### config.mk
export PLATFORM = sky130hd
export DESIGN_NAME = adjustable_duty_blinker_flat
export DESIGN_NICKNAME = d
export VERILOG_FILES = /design/src/adb_pkg.sv /design/src/adb_if.sv /design/src/adb_button.sv /design/src/adjustable_duty_blinker.sv /design/src/flat_wrapper.sv
export SDC_FILE = /design/constraint.sdc
export NUM_CORES = 1
export LEC_CHECK = 0
export BUFFER_PORTS_ARGS = -buffer_cell sky130_fd_sc_hd__buf_2
export CORE_MARGIN = 3
export CORE_UTILIZATION = 61
export DETAILED_ROUTE_END_ITERATION = 8
export GPL_ROUTABILITY_DRIVEN = 0
export PLACE_DENSITY_LB_ADDON = 0.08
export SETUP_SLACK_MARGIN = 0.3
export SKIP_CTS_REPAIR_TIMING = 1
export SLEW_MARGIN = 30
export SYNTH_ARGS = -nofsm -noshare
export SYNTH_HDL_FRONTEND = slang
export SYNTH_HIERARCHICAL = 1
export SYNTH_SLANG_ARGS = --single-unit
### constraint.sdc
create_clock -name clk_i -period 6.4 [get_ports clk_i]
set_input_delay 0 -clock clk_i [delete_from_list [all_inputs] [get_ports clk_i]]
set_output_delay 0 -clock clk_i [all_outputs]
set_load 0.01 [all_outputs]
### src/adb_pkg.sv
package adb_pkg;

  localparam int unsigned HoldWidth = 20;
  localparam int unsigned DurWidth  = 8;

  localparam logic [HoldWidth-1:0] LONG_PRESS_RESET = 20'd500000;
  localparam logic [DurWidth-1:0]  DUR_MAX          = 8'd255;
  localparam logic [DurWidth-1:0]  DUR_MIN          = 8'd1;

  // button phase codes
  localparam logic [1:0] PH_IDLE    = 2'd0;
  localparam logic [1:0] PH_PRESSED = 2'd1;
  localparam logic [1:0] PH_HELD    = 2'd2;
  localparam logic [1:0] PH_UNUSED  = 2'd3;

  localparam logic REQ_TICK = 1'b0;
  localparam logic REQ_POLL = 1'b1;

  typedef struct packed {
    logic                 req_type;
    logic                 button_on_level;
    logic                 button_off_level;
  } req_t;

  typedef struct packed {
    logic [1:0]           phase;
    logic [DurWidth-1:0]  dur;
    logic [HoldWidth-1:0] hold;
    logic                 restart;
  } btn_upd_t;

endpackage

### src/adb_if.sv
interface adb_req_if;
  logic valid;
  logic ready;
  logic req_type;
  logic button_on_level;
  logic button_off_level;

  modport source (output valid, output req_type, output button_on_level,
                  output button_off_level, input ready);
  modport sink   (input valid, input req_type, input button_on_level,
                  input button_off_level, output ready);
endinterface

interface adb_rsp_if;
  logic       valid;
  logic       ready;
  logic       led_on;
  logic       toggled;
  logic [7:0] on_seconds;
  logic [7:0] off_seconds;

  modport source (output valid, output led_on, output toggled, output on_seconds,
                  output off_seconds, input ready);
  modport sink   (input valid, input led_on, input toggled, input on_seconds,
                  input off_seconds, output ready);
endinterface

### src/adb_button.sv
module adb_button (
  input  logic                             poll_i,
  input  logic                             level_i,
  input  logic [1:0]                       phase_i,
  input  logic [adb_pkg::DurWidth-1:0]     dur_i,
  input  logic [adb_pkg::HoldWidth-1:0]    hold_i,
  input  logic [adb_pkg::HoldWidth-1:0]    long_press_i,
  output adb_pkg::btn_upd_t                upd_o
);

  logic                          pressed;
  logic [adb_pkg::HoldWidth-1:0] hold_inc;

  assign pressed  = ~level_i;
  assign hold_inc = hold_i + adb_pkg::HoldWidth'(1);

  always_comb begin
    upd_o.phase   = phase_i;
    upd_o.dur     = dur_i;
    upd_o.hold    = hold_i;
    upd_o.restart = 1'b0;
    if (poll_i) begin
      unique case (phase_i)
        adb_pkg::PH_PRESSED: begin
          upd_o.phase = pressed ? adb_pkg::PH_HELD : adb_pkg::PH_IDLE;
        end
        adb_pkg::PH_HELD: begin
          if (pressed) begin
            upd_o.hold = hold_inc;
            if (hold_inc >= long_press_i) begin
              upd_o.dur     = adb_pkg::DUR_MIN;
              upd_o.hold    = '0;
              upd_o.restart = 1'b1;
            end
          end else begin
            upd_o.phase = adb_pkg::PH_IDLE;
            upd_o.hold  = '0;
          end
        end
        default: begin
          // idle, and the unused code handled as idle
          upd_o.phase = adb_pkg::PH_IDLE;
          if (pressed) begin
            if (dur_i != adb_pkg::DUR_MAX) begin
              upd_o.dur = dur_i + adb_pkg::DurWidth'(1);
            end
            upd_o.phase = adb_pkg::PH_PRESSED;
          end
        end
      endcase
    end
  end

endmodule

### src/adjustable_duty_blinker.sv
// A transaction passes through the input register, then the result register.
// Throughput: one transaction per cycle unless a held response stalls it; the
// state update is one short combinational pass from input to result register.
// Reset: rst_ni is asynchronous, active low; LED off, durations 1, long press 500000.
module adjustable_duty_blinker #(
  parameter int unsigned ELAPSED_WIDTH = 16
) (
  input  logic                          clk_i,
  input  logic                          rst_ni,
  adb_req_if.sink                       req_i,
  adb_rsp_if.source                     rsp_o,
  input  logic                          cfg_we_i,
  input  logic [adb_pkg::HoldWidth-1:0] cfg_wdata_i
);

  logic                          s1_valid_q;
  adb_pkg::req_t                 s1_req_q;
  logic                          fire;

  logic [adb_pkg::HoldWidth-1:0] long_press_q;
  logic                          led_q, led_d;
  logic [ELAPSED_WIDTH-1:0]      elapsed_q, elapsed_d, elapsed_inc, limit;
  logic [adb_pkg::DurWidth-1:0]  on_dur_q, off_dur_q;
  logic [1:0]                    on_phase_q, off_phase_q;
  logic [adb_pkg::HoldWidth-1:0] on_hold_q, off_hold_q;
  logic                          toggled_d;
  logic                          poll;

  adb_pkg::btn_upd_t             on_upd, off_upd;

  logic                          rsp_valid_q;
  logic                          rsp_led_q, rsp_tog_q;
  logic [adb_pkg::DurWidth-1:0]  rsp_on_q, rsp_off_q;

  assign fire        = s1_valid_q && (!rsp_valid_q || rsp_o.ready);
  assign req_i.ready = !s1_valid_q || fire;
  assign poll        = (s1_req_q.req_type == adb_pkg::REQ_POLL);

  always_ff @(posedge clk_i or negedge rst_ni) begin
    if (!rst_ni) begin
      s1_valid_q <= 1'b0;
    end else if (req_i.ready) begin
      s1_valid_q <= req_i.valid;
    end
  end

  always_ff @(posedge clk_i) begin
    if (req_i.valid && req_i.ready) begin
      s1_req_q.req_type         <= req_i.req_type;
      s1_req_q.button_on_level  <= req_i.button_on_level;
      s1_req_q.button_off_level <= req_i.button_off_level;
    end
  end

  adb_button u_on_btn (
    .poll_i       (poll),
    .level_i      (s1_req_q.button_on_level),
    .phase_i      (on_phase_q),
    .dur_i        (on_dur_q),
    .hold_i       (on_hold_q),
    .long_press_i (long_press_q),
    .upd_o        (on_upd)
  );

  adb_button u_off_btn (
    .poll_i       (poll),
    .level_i      (s1_req_q.button_off_level),
    .phase_i      (off_phase_q),
    .dur_i        (off_dur_q),
    .hold_i       (off_hold_q),
    .long_press_i (long_press_q),
    .upd_o        (off_upd)
  );

  assign elapsed_inc = elapsed_q + ELAPSED_WIDTH'(1);
  assign limit       = ELAPSED_WIDTH'(led_q ? on_dur_q : off_dur_q);

  always_comb begin
    led_d     = led_q;
    elapsed_d = elapsed_q;
    toggled_d = 1'b0;
    if (!poll) begin
      elapsed_d = elapsed_inc;
      if (elapsed_inc >= limit) begin
        led_d     = ~led_q;
        elapsed_d = '0;
        toggled_d = 1'b1;
      end
    end else if (on_upd.restart || off_upd.restart) begin
      elapsed_d = '0;
    end
  end

  always_ff @(posedge clk_i or negedge rst_ni) begin
    if (!rst_ni) begin
      long_press_q <= adb_pkg::LONG_PRESS_RESET;
    end else if (cfg_we_i) begin
      long_press_q <= cfg_wdata_i;
    end
  end

  always_ff @(posedge clk_i or negedge rst_ni) begin
    if (!rst_ni) begin
      led_q       <= 1'b0;
      elapsed_q   <= '0;
      on_dur_q    <= adb_pkg::DUR_MIN;
      off_dur_q   <= adb_pkg::DUR_MIN;
      on_phase_q  <= adb_pkg::PH_IDLE;
      off_phase_q <= adb_pkg::PH_IDLE;
      on_hold_q   <= '0;
      off_hold_q  <= '0;
    end else if (fire) begin
      led_q       <= led_d;
      elapsed_q   <= elapsed_d;
      on_dur_q    <= on_upd.dur;
      off_dur_q   <= off_upd.dur;
      on_phase_q  <= on_upd.phase;
      off_phase_q <= off_upd.phase;
      on_hold_q   <= on_upd.hold;
      off_hold_q  <= off_upd.hold;
    end
  end

  always_ff @(posedge clk_i or negedge rst_ni) begin
    if (!rst_ni) begin
      rsp_valid_q <= 1'b0;
    end else if (fire) begin
      rsp_valid_q <= 1'b1;
    end else if (rsp_o.ready) begin
      rsp_valid_q <= 1'b0;
    end
  end

  always_ff @(posedge clk_i) begin
    if (fire) begin
      rsp_led_q <= led_d;
      rsp_tog_q <= toggled_d;
      rsp_on_q  <= on_upd.dur;
      rsp_off_q <= off_upd.dur;
    end
  end

  assign rsp_o.valid       = rsp_valid_q;
  assign rsp_o.led_on      = rsp_led_q;
  assign rsp_o.toggled     = rsp_tog_q;
  assign rsp_o.on_seconds  = rsp_on_q;
  assign rsp_o.off_seconds = rsp_off_q;

`ifndef SYNTH
  a_elapsed_below_limit: assert property (@(posedge clk_i) disable iff (!rst_ni)
    elapsed_q < limit)
    else $error("elapsed counter reached phase duration");

  a_phase_legal: assert property (@(posedge clk_i) disable iff (!rst_ni)
    on_phase_q != adb_pkg::PH_UNUSED && off_phase_q != adb_pkg::PH_UNUSED)
    else $error("button phase in unused code");

  a_toggle_flips_led: assert property (@(posedge clk_i) disable iff (!rst_ni)
    fire && toggled_d |=> led_q != $past(led_q))
    else $error("toggle without LED change");

  a_dur_nonzero: assert property (@(posedge clk_i) disable iff (!rst_ni)
    rsp_o.valid |-> rsp_o.on_seconds != 8'd0 && rsp_o.off_seconds != 8'd0)
    else $error("zero duration reported");
`endif

endmodule
### src/flat_wrapper.sv
// flat-port wrapper written by rule: the top's interface ports become plain ports
module adjustable_duty_blinker_flat 
#(
  parameter int unsigned ELAPSED_WIDTH = 16
)
  (clk_i, rst_ni, cfg_we_i, cfg_wdata_i, req_i_valid, req_i_req_type, req_i_button_on_level, req_i_button_off_level, req_i_ready, rsp_o_valid, rsp_o_led_on, rsp_o_toggled, rsp_o_on_seconds, rsp_o_off_seconds, rsp_o_ready);
  adb_req_if req_i_i ();
  adb_rsp_if rsp_o_i ();
  input  logic clk_i;
  input  logic rst_ni;
  input  logic cfg_we_i;
  input  logic [adb_pkg::HoldWidth-1:0] cfg_wdata_i;
  input wire logic [$bits(req_i_i.valid)-1:0] req_i_valid;
  input wire logic [$bits(req_i_i.req_type)-1:0] req_i_req_type;
  input wire logic [$bits(req_i_i.button_on_level)-1:0] req_i_button_on_level;
  input wire logic [$bits(req_i_i.button_off_level)-1:0] req_i_button_off_level;
  output wire logic [$bits(req_i_i.ready)-1:0] req_i_ready;
  output wire logic [$bits(rsp_o_i.valid)-1:0] rsp_o_valid;
  output wire logic [$bits(rsp_o_i.led_on)-1:0] rsp_o_led_on;
  output wire logic [$bits(rsp_o_i.toggled)-1:0] rsp_o_toggled;
  output wire logic [$bits(rsp_o_i.on_seconds)-1:0] rsp_o_on_seconds;
  output wire logic [$bits(rsp_o_i.off_seconds)-1:0] rsp_o_off_seconds;
  input wire logic [$bits(rsp_o_i.ready)-1:0] rsp_o_ready;
  assign req_i_i.valid = req_i_valid;
  assign req_i_i.req_type = req_i_req_type;
  assign req_i_i.button_on_level = req_i_button_on_level;
  assign req_i_i.button_off_level = req_i_button_off_level;
  assign req_i_ready = req_i_i.ready;
  assign rsp_o_valid = rsp_o_i.valid;
  assign rsp_o_led_on = rsp_o_i.led_on;
  assign rsp_o_toggled = rsp_o_i.toggled;
  assign rsp_o_on_seconds = rsp_o_i.on_seconds;
  assign rsp_o_off_seconds = rsp_o_i.off_seconds;
  assign rsp_o_i.ready = rsp_o_ready;
  adjustable_duty_blinker #(.ELAPSED_WIDTH(ELAPSED_WIDTH)) u_core (.clk_i(clk_i), .rst_ni(rst_ni), .req_i(req_i_i), .rsp_o(rsp_o_i), .cfg_we_i(cfg_we_i), .cfg_wdata_i(cfg_wdata_i));
endmodule
==> results of run 1 <==
## final cells by class
class	count	area [sq um]	share of cell area [%]
inverter	62	233	2.45
timing repair buffer	78	546	5.73
tap	176	220	2.31
clock buffer	18	439	4.62
sequential	120	3120	32.8
clock inverter	14	180	1.89
multi-input combinational	610	4780	50.2
## through the flow
stage | cells | utilization [%] | area (sq um) | worst slack, ps
after floorplan | 827 | - | 8310 | 2600
after global placement | 1019 | 64.8 | 8620 | 2370
after detailed placement | 1019 | 64.8 | 8620 | 2240
after CTS | 1051 | 69.5 | 9240 | 2210
after global routing | 1078 | 71.6 | 9520 | 1880
final | 1078 | 71.6 | 9520 | 2210
## cell usage in the layout (no fill, tap or decap), drive strengths merged, types with 13 or more instances in the layout
master       instances
a21oi               26
a22o                19
a31oi               13
and2                16
and3                17
buf                 51
clkbuf              18
dfrtp               90
dlygate4sd3         27
edfxtp              21
ha                  57
inv                 61
mux2                82
mux2i               24
nand2               53
nand2b              13
nand3               32
nand4               23
nor2                46
nor3                13
o21ai               33
xnor2               29
xor2                17
## critical path, delay by kind of cell, from the launching register on
kind / cells / cell delay [ps]
AND/OR/NAND/NOR: 11 / 2290
AO/OA/AOI/OAI: 4 / 710
flip-flops: 1 / 520
adder cells (fa/ha/maj): 1 / 320
buffers and inverters: 1 / 210
## cells by family (layout without fill, tap and decap cells)
kind of cell | count (synthesis) | in the layout | share of synthesized area, %
buf+inv | 97 | 172 | 5.01
compound gates | 149 | 149 | 12.8
mux | 106 | 106 | 14.0
simple gates | 252 | 252 | 17.3
flops | 120 | 120 | 37.5
fa+ha+maj | 57 | 57 | 8.58
xor+xnor | 46 | 46 | 4.85
## state kept, by name, summed over array words and instances, names as in the netlist, 8 cells and up
| register | flops |
|---|---|
| u_core/off_hold_q | 20 |
| u_core/long_press_q | 20 |
| u_core/on_hold_q | 20 |
| u_core/rsp_o.off_seconds | 8 |
| u_core/on_dur_q | 8 |
| u_core/rsp_o.on_seconds | 8 |
| u_core/off_dur_q | 8 |
| u_core/elapsed_q | 16 |
## power breakdown
group | leakage (nW) | total [mW] | switching, mW | internal (mW)
sequential | 1.50 | 1.03 | 0.129 | 0.901
combinational | 2.67 | 0.702 | 0.392 | 0.310
clock | 0.301 | 1.01 | 0.353 | 0.656
## final timing paths
| kind | startpoint | end | slack, ps |
|---|---|---|---|
| worst max-delay path | u_core/on_hold_q[2]$_DFFE_PN0P_ | u_core/elapsed_q[6]$_DFFE_PN0P_ | 2210 |
| worst min-delay path | rst_ni | u_core/off_dur_q[1]$_DFFE_PN0P_ | 30 |
| worst max register to register | u_core/on_hold_q[2]$_DFFE_PN0P_ | u_core/elapsed_q[6]$_DFFE_PN0P_ | 2210 |
| worst min register to register | u_core/s1_valid_q$_DFFE_PN0N_ | u_core/rsp_o.valid$_DFFE_PN0P_ | 500 |
| max in group asynchronous | rst_ni | u_core/on_hold_q[19]$_DFFE_PN0P_ | 5350 |
| min in group clk_i | cfg_we_i | u_core/long_press_q[1]$_DFFE_PN0P_ | 150 |
## per-layer routing
| metal | GRT usage, % | vias to the layer above |
|---|---|---|
| li1 | - | 3152 |
| met1 | 31.3 | 3237 |
| met2 | 44.6 | 187 |
| met3 | 6.31 | 37 |
| met4 | 9.73 | 0 |
| met5 | 0 | - |
==> flow_metrics.tcl, run 1 <==
set metrics [dict create \
    outcome "finished clean" \
    clk_latency_ps 420 \
    cellLeakagePower_nw 4.47 \
    critPathLaunchType "register" \
    htreeDepth 4 \
    drive_above_1_share_pct 23.1 \
    worst_slew_pin_slew_ps 928 \
    synth_most_common_cell "dfrtp_1" \
    ys_seq_area_share_pct 37.5 \
    hpwl_mm 12.6 \
    clockBufferDepth 2 \
    slew_headroom_pct 38.0 \
    dr.max_layer_used "met4" \
    wire_per_inst_um 17.5 \
    port_buffers 47 \
    grt_max_degree 81 \
    drtAntennaViolNets 0 \
    period_share_pct 65.4 \
    max_cap_viol_count 0 \
    viasPerCell 6.13 \
    crit_path_end_kind "register" \
    worst_path_max_delay_cell "dfrtp_1" \
    syn_area_sq_um 8310 \
    rows 42 \
    numCtsBuffers 17 \
    die_area_sq_um 15100 \
    power_mw 2.74 \
    core_sq_um 13300 \
    clkSlewWorstSetupHoldPaths_ps 60 \
    track_usage_pct 25.9 \
    p_per_area_nw_per_um2 288 \
    crit_fanout 23 \
    start_util_pct 62.5 \
    drt_pre_antenna_iters 5 \
    hold_viol 0 \
    die_h_um 123 \
    tns_ps 0 \
    syn2layout_area_growth_pct 14.4 \
    drt-met1-wl_mm 7.91 \
    grt.overflow.total 0 \
    via_count 6613 \
    hold_class "in -> async" \
    synth_top_area_share_pct 27.1 \
    met2WireLength_mm 9.62 \
    finalWirelength_mm 18.9 \
    wl_met3_um 945 \
    synth_common_cells "dfrtp_1 (90), mux2_2 (82), inv_1 (60)" \
    whs_ps 32.4 \
    max_freq_ghz 0.239 \
    cp_data_arrival_time_ps 4490 \
    io_pins 48 \
    antenna-diode-count 0 \
    drv_slew 0 \
    grt_pass1_vias 6514 \
    synth_fp_nets 912 \
    ff2ff_path_depth 17 \
    cp.required_ps 6700 \
    drc_errors 0 \
    grt_pass1_wl_mm 30.7 \
    synthTopCellsByArea "dfrtp_1 (27%), mux2_2 (11%), ha_1 (8.6%)" \
    die_w_um 123 \
    path_class "reg -> reg" \
    antenna_found_initial 0 \
    slowest_delay_ps 520 \
    cts-root-buf "clkbuf_16" \
    cts_sinks 120 \
    netlist_instances 827 \
    ir_worst_vdd_v 0.000213 \
    async_flop_share_pct 82.5 \
    finClkSkew_ps 6.73 \
    synth_ff_type "dfrtp_1" \
    yosys.area.top_type "dfrtp_1" \
    post-route-min-period_ps 4190 \
    setup_viol_count_final 0 \
    synth.distinct_cells 81 \
    ys.warnings.count 6 \
    nFillCells 958 \
    path_cells "and4_4, nand2_2, nor4_4, a31oi_1, or2_2, ha_1, nand4_2, nor4_2, a22o_1, a21oi_1, buf_4, and2_1, nor2_1, nor2_1, nand2_1, nand2_1, a32o_1" \
    cts_tree "done" \
    synth_edf_count 21 \
    drt-initial-drc-count 455 \
    avgSynthCellArea_sq_um 10.1 \
    ys_ff_latch 120 \
    grt_setup_unrepaired "no" \
    fin_nets 974 \
]
(Power assumes the default switching activity.)
==> inputs of run 2 (changes only) <==
--- a/config.mk
+++ b/config.mk
@@ -5,9 +5,10 @@
 export SDC_FILE = /design/constraint.sdc
 export NUM_CORES = 1
 export LEC_CHECK = 0
+export ABC_AREA = 1
 export BUFFER_PORTS_ARGS = -buffer_cell sky130_fd_sc_hd__buf_2
 export CORE_MARGIN = 3
-export CORE_UTILIZATION = 61
+export CORE_UTILIZATION = 56
 export DETAILED_ROUTE_END_ITERATION = 8
 export GPL_ROUTABILITY_DRIVEN = 0
 export PLACE_DENSITY_LB_ADDON = 0.08
==> constraint.sdc (replaced) <==
create_clock -name clk_i -period 3.6 [get_ports clk_i]
set_input_delay 0 -clock clk_i [delete_from_list [all_inputs] [get_ports clk_i]]
set_output_delay 0 -clock clk_i [all_outputs]
set_load 0.01 [all_outputs]
==> run 2 against run 1 <==
Net effect:
- first-iteration DRC count increased by 26%
- global-route usage decreased by 0.66 points
- fmax increased by 31%
- utilization decreased by 1.2 points
- via count increased by 16%
- clock-buffer cell count increased by 3
- wire length increased by 11%
- combinational power increased by 84%
- sequential cell count unchanged
- critical path type unchanged
==> flow_metrics.tcl, run 2 <==
set metrics [dict create \
    ys_ff_latch 120 \
    reg.largest.list "u_core/long_press_q (20), u_core/off_hold_q (20), u_core/on_hold_q (20)" \
    die_w_um 129 \
    path_class "reg -> reg" \
    ff2ff_path_depth 20 \
    port_buffers 47 \
    finalWirelength_mm 21.0 \
    antenna_found_initial 0 \
    ir_worst_vdd_v 0.000473 \
    fin_nets 1341 \
    clockBufferDepth 2 \
    antenna-diode-count 0 \
    netlist_instances 1159 \
    multi_input_area_sq_um 4880 \
    die_area_sq_um 16700 \
    finClkSkew_ps 9.62 \
    seqCellArea_sq_um 3130 \
    track_usage_pct 25.2 \
    avgSynthCellArea_sq_um 7.34 \
    synth_fp_nets 1244 \
    drc_errors 0 \
    grt_pass1_wl_mm 33.5 \
    synth_edf_count 21 \
    drt-initial-drc-count 572 \
    max_cap_viol_count 0 \
    htreeDepth 4 \
    fin_cells 1453 \
    drtAntennaViolNets 0 \
    core_sq_um 14700 \
    synth_common_cells "nand2_1 (402), inv_1 (185), dfrtp_1 (90)" \
    syn2layout_area_growth_pct 21.5 \
    die_h_um 129 \
    max_freq_ghz 0.313 \
    slew_headroom_pct 52.5 \
    grt_max_degree 63 \
    p_per_area_nw_per_um2 474 \
    dp.cells 1377 \
    setup_viol_count_final 0 \
    io_pins 48 \
    whs_ps 107 \
    hold_viol 0 \
    wire_per_inst_um 14.5 \
    yosys.area.top_type "dfrtp_1" \
    post-route-min-period_ps 3190 \
    final_cell_mix "nand2_1 (389), inv_1 (179), dfrtp_1 (80), nor2_1 (57), ha_1 (54)" \
    cts_tree "done" \
    synth_ff_type "dfrtp_1" \
    clk_latency_ps 430 \
    synth.distinct_cells 53 \
    worst_slew_pin_slew_ps 711 \
    hpwl_mm 14.3 \
    hold_class "in -> async" \
    via_count 7672 \
    drt_pre_antenna_iters 5 \
    ys_seq_area_share_pct 36.7 \
    drive_above_1_share_pct 19.9 \
    synth_most_common_cell "nand2_1" \
    outcome "finished clean" \
    post-route-util_pct 70.4 \
    dp_slack_ps 225 \
    start_util_pct 57.9 \
    synthTopCellsByArea "dfrtp_1 (26%), nand2_1 (18%), ha_1 (8.4%)" \
    cp.required_ps 3960 \
    period_share_pct 88.6 \
    async_flop_share_pct 82.5 \
    cellLeakagePower_nw 5.48 \
    tns_ps 0 \
    critPathLaunchType "register" \
    cts-root-buf "clkbuf_16" \
    synth_top_area_share_pct 26.5 \
    final_common_cell "nand2_1" \
    grt_pass1_vias 6997 \
    rows 44 \
    nFillCells 1172 \
    drv_slew 0 \
    crit_path_end_kind "register" \
    layout_setup_ws_ps 410 \
    clkSlewWorstSetupHoldPaths_ps 60 \
    numCtsBuffers 17 \
    grt.overflow.total 0 \
    syn_area_sq_um 8510 \
    grt_setup_unrepaired "yes" \
    crit_fanout 8 \
    cts_sinks 120 \
    viasPerCell 5.28 \
    cp_data_arrival_time_ps 3550 \
    ys.warnings.count 6 \
]
-- run 2: changes by cell type in the layout (fill, tap and decap cells not counted), sizes merged, moves of 16 or more --
cell and delta:
nand2 +357, mux2 -62, nand3 +20, a22o -19, inv +133, and3 -16, xnor2 -26, nor2 +32
o22ai +18, buf +23
-- run 2: power breakdown --
| part | internal, mW | switching [mW] |
|---|---|---|
| sequential | 1.58 | 0.183 |
| clock | 1.20 | 0.646 |
| combinational | 0.489 | 0.802 |
-- run 2: through the flow --
step / cell area, sq um / power, mW
6_report: 10300 / 4.90
5_1_grt: 10300 / 5.18
4_1_cts: 9590 / 4.82
3_5_place_dp: 8960 / 2.97
3_3_place_gp: 8960 / 2.94
2_1_floorplan: 8510 / 2.62
-- run 2: logic make-up after synthesis --
family                     after synthesis  synth area share [%]
adders and majority gates               57                  8.38
and+or+nand+nor                        586                  29.9
AOI/OAI and AO/OA                      117                  8.16
DFF                                    120                  36.7
xor gates and xnor gates                31                  3.37
buffers and inverters                  219                  9.81
muxes                                   29                  3.71
-- run 2: area by class of cell --
cell class | count | share of cell area (%)
Tap cell | 184 | 2.23
Inverter | 195 | 7.14
Sequential cell | 120 | 30.3
Multi-Input combinational cell | 820 | 47.2
Clock buffer | 21 | 4.45
Timing Repair Buffer | 102 | 7.08
Clock inverter | 11 | 1.67
-- run 2: path summary, 6_finish.rpt --
check,start,slack [ps],endpoint
worst max-delay path,u_core/off_hold_q[2]$_DFFE_PN0P_,410,u_core/off_hold_q[10]$_DFFE_PN0P_
worst min-delay path,rst_ni,110,u_core/elapsed_q[12]$_DFFE_PN0P_
worst max register to register,u_core/off_hold_q[2]$_DFFE_PN0P_,410,u_core/off_hold_q[10]$_DFFE_PN0P_
worst min register to register,u_core/on_dur_q[0]$_DFFE_PN1P_,520,u_core/on_dur_q[0]$_DFFE_PN1P_
max in group asynchronous,rst_ni,2640,u_core/long_press_q[5]$_DFFE_PN1P_
min in group clk_i,cfg_we_i,150,u_core/long_press_q[1]$_DFFE_PN0P_
-- run 2: worst max-delay path: stages, from the launching register on --
cell and delay [ps]:
dfrtp_1 460, nand3_4 130, inv_4 70, nand2_2 70, nor3_4 290, nand2_2 100
xor2_2 190, inv_1 60, ha_1 290, a21o_1 180, nor2_1 120, nand2_1 90
nand2_1 70, nand4_1 150, buf_4 190, inv_4 90, nand2_1 70, buf_4 190
o21ai_1 180, nand2_1 70, nand2_1 70
-- run 2: metal layers --
metal  global-route usage, %  part of all wire [%]  vias to the layer above
li1                        -                     -                     3876
met1                    34.3                    46                     3565
met2                    40.6                    48                      200
met3                    4.74                   4.7                       31
met4                    8.71                   1.9                        0
met5                       0                     0                        -
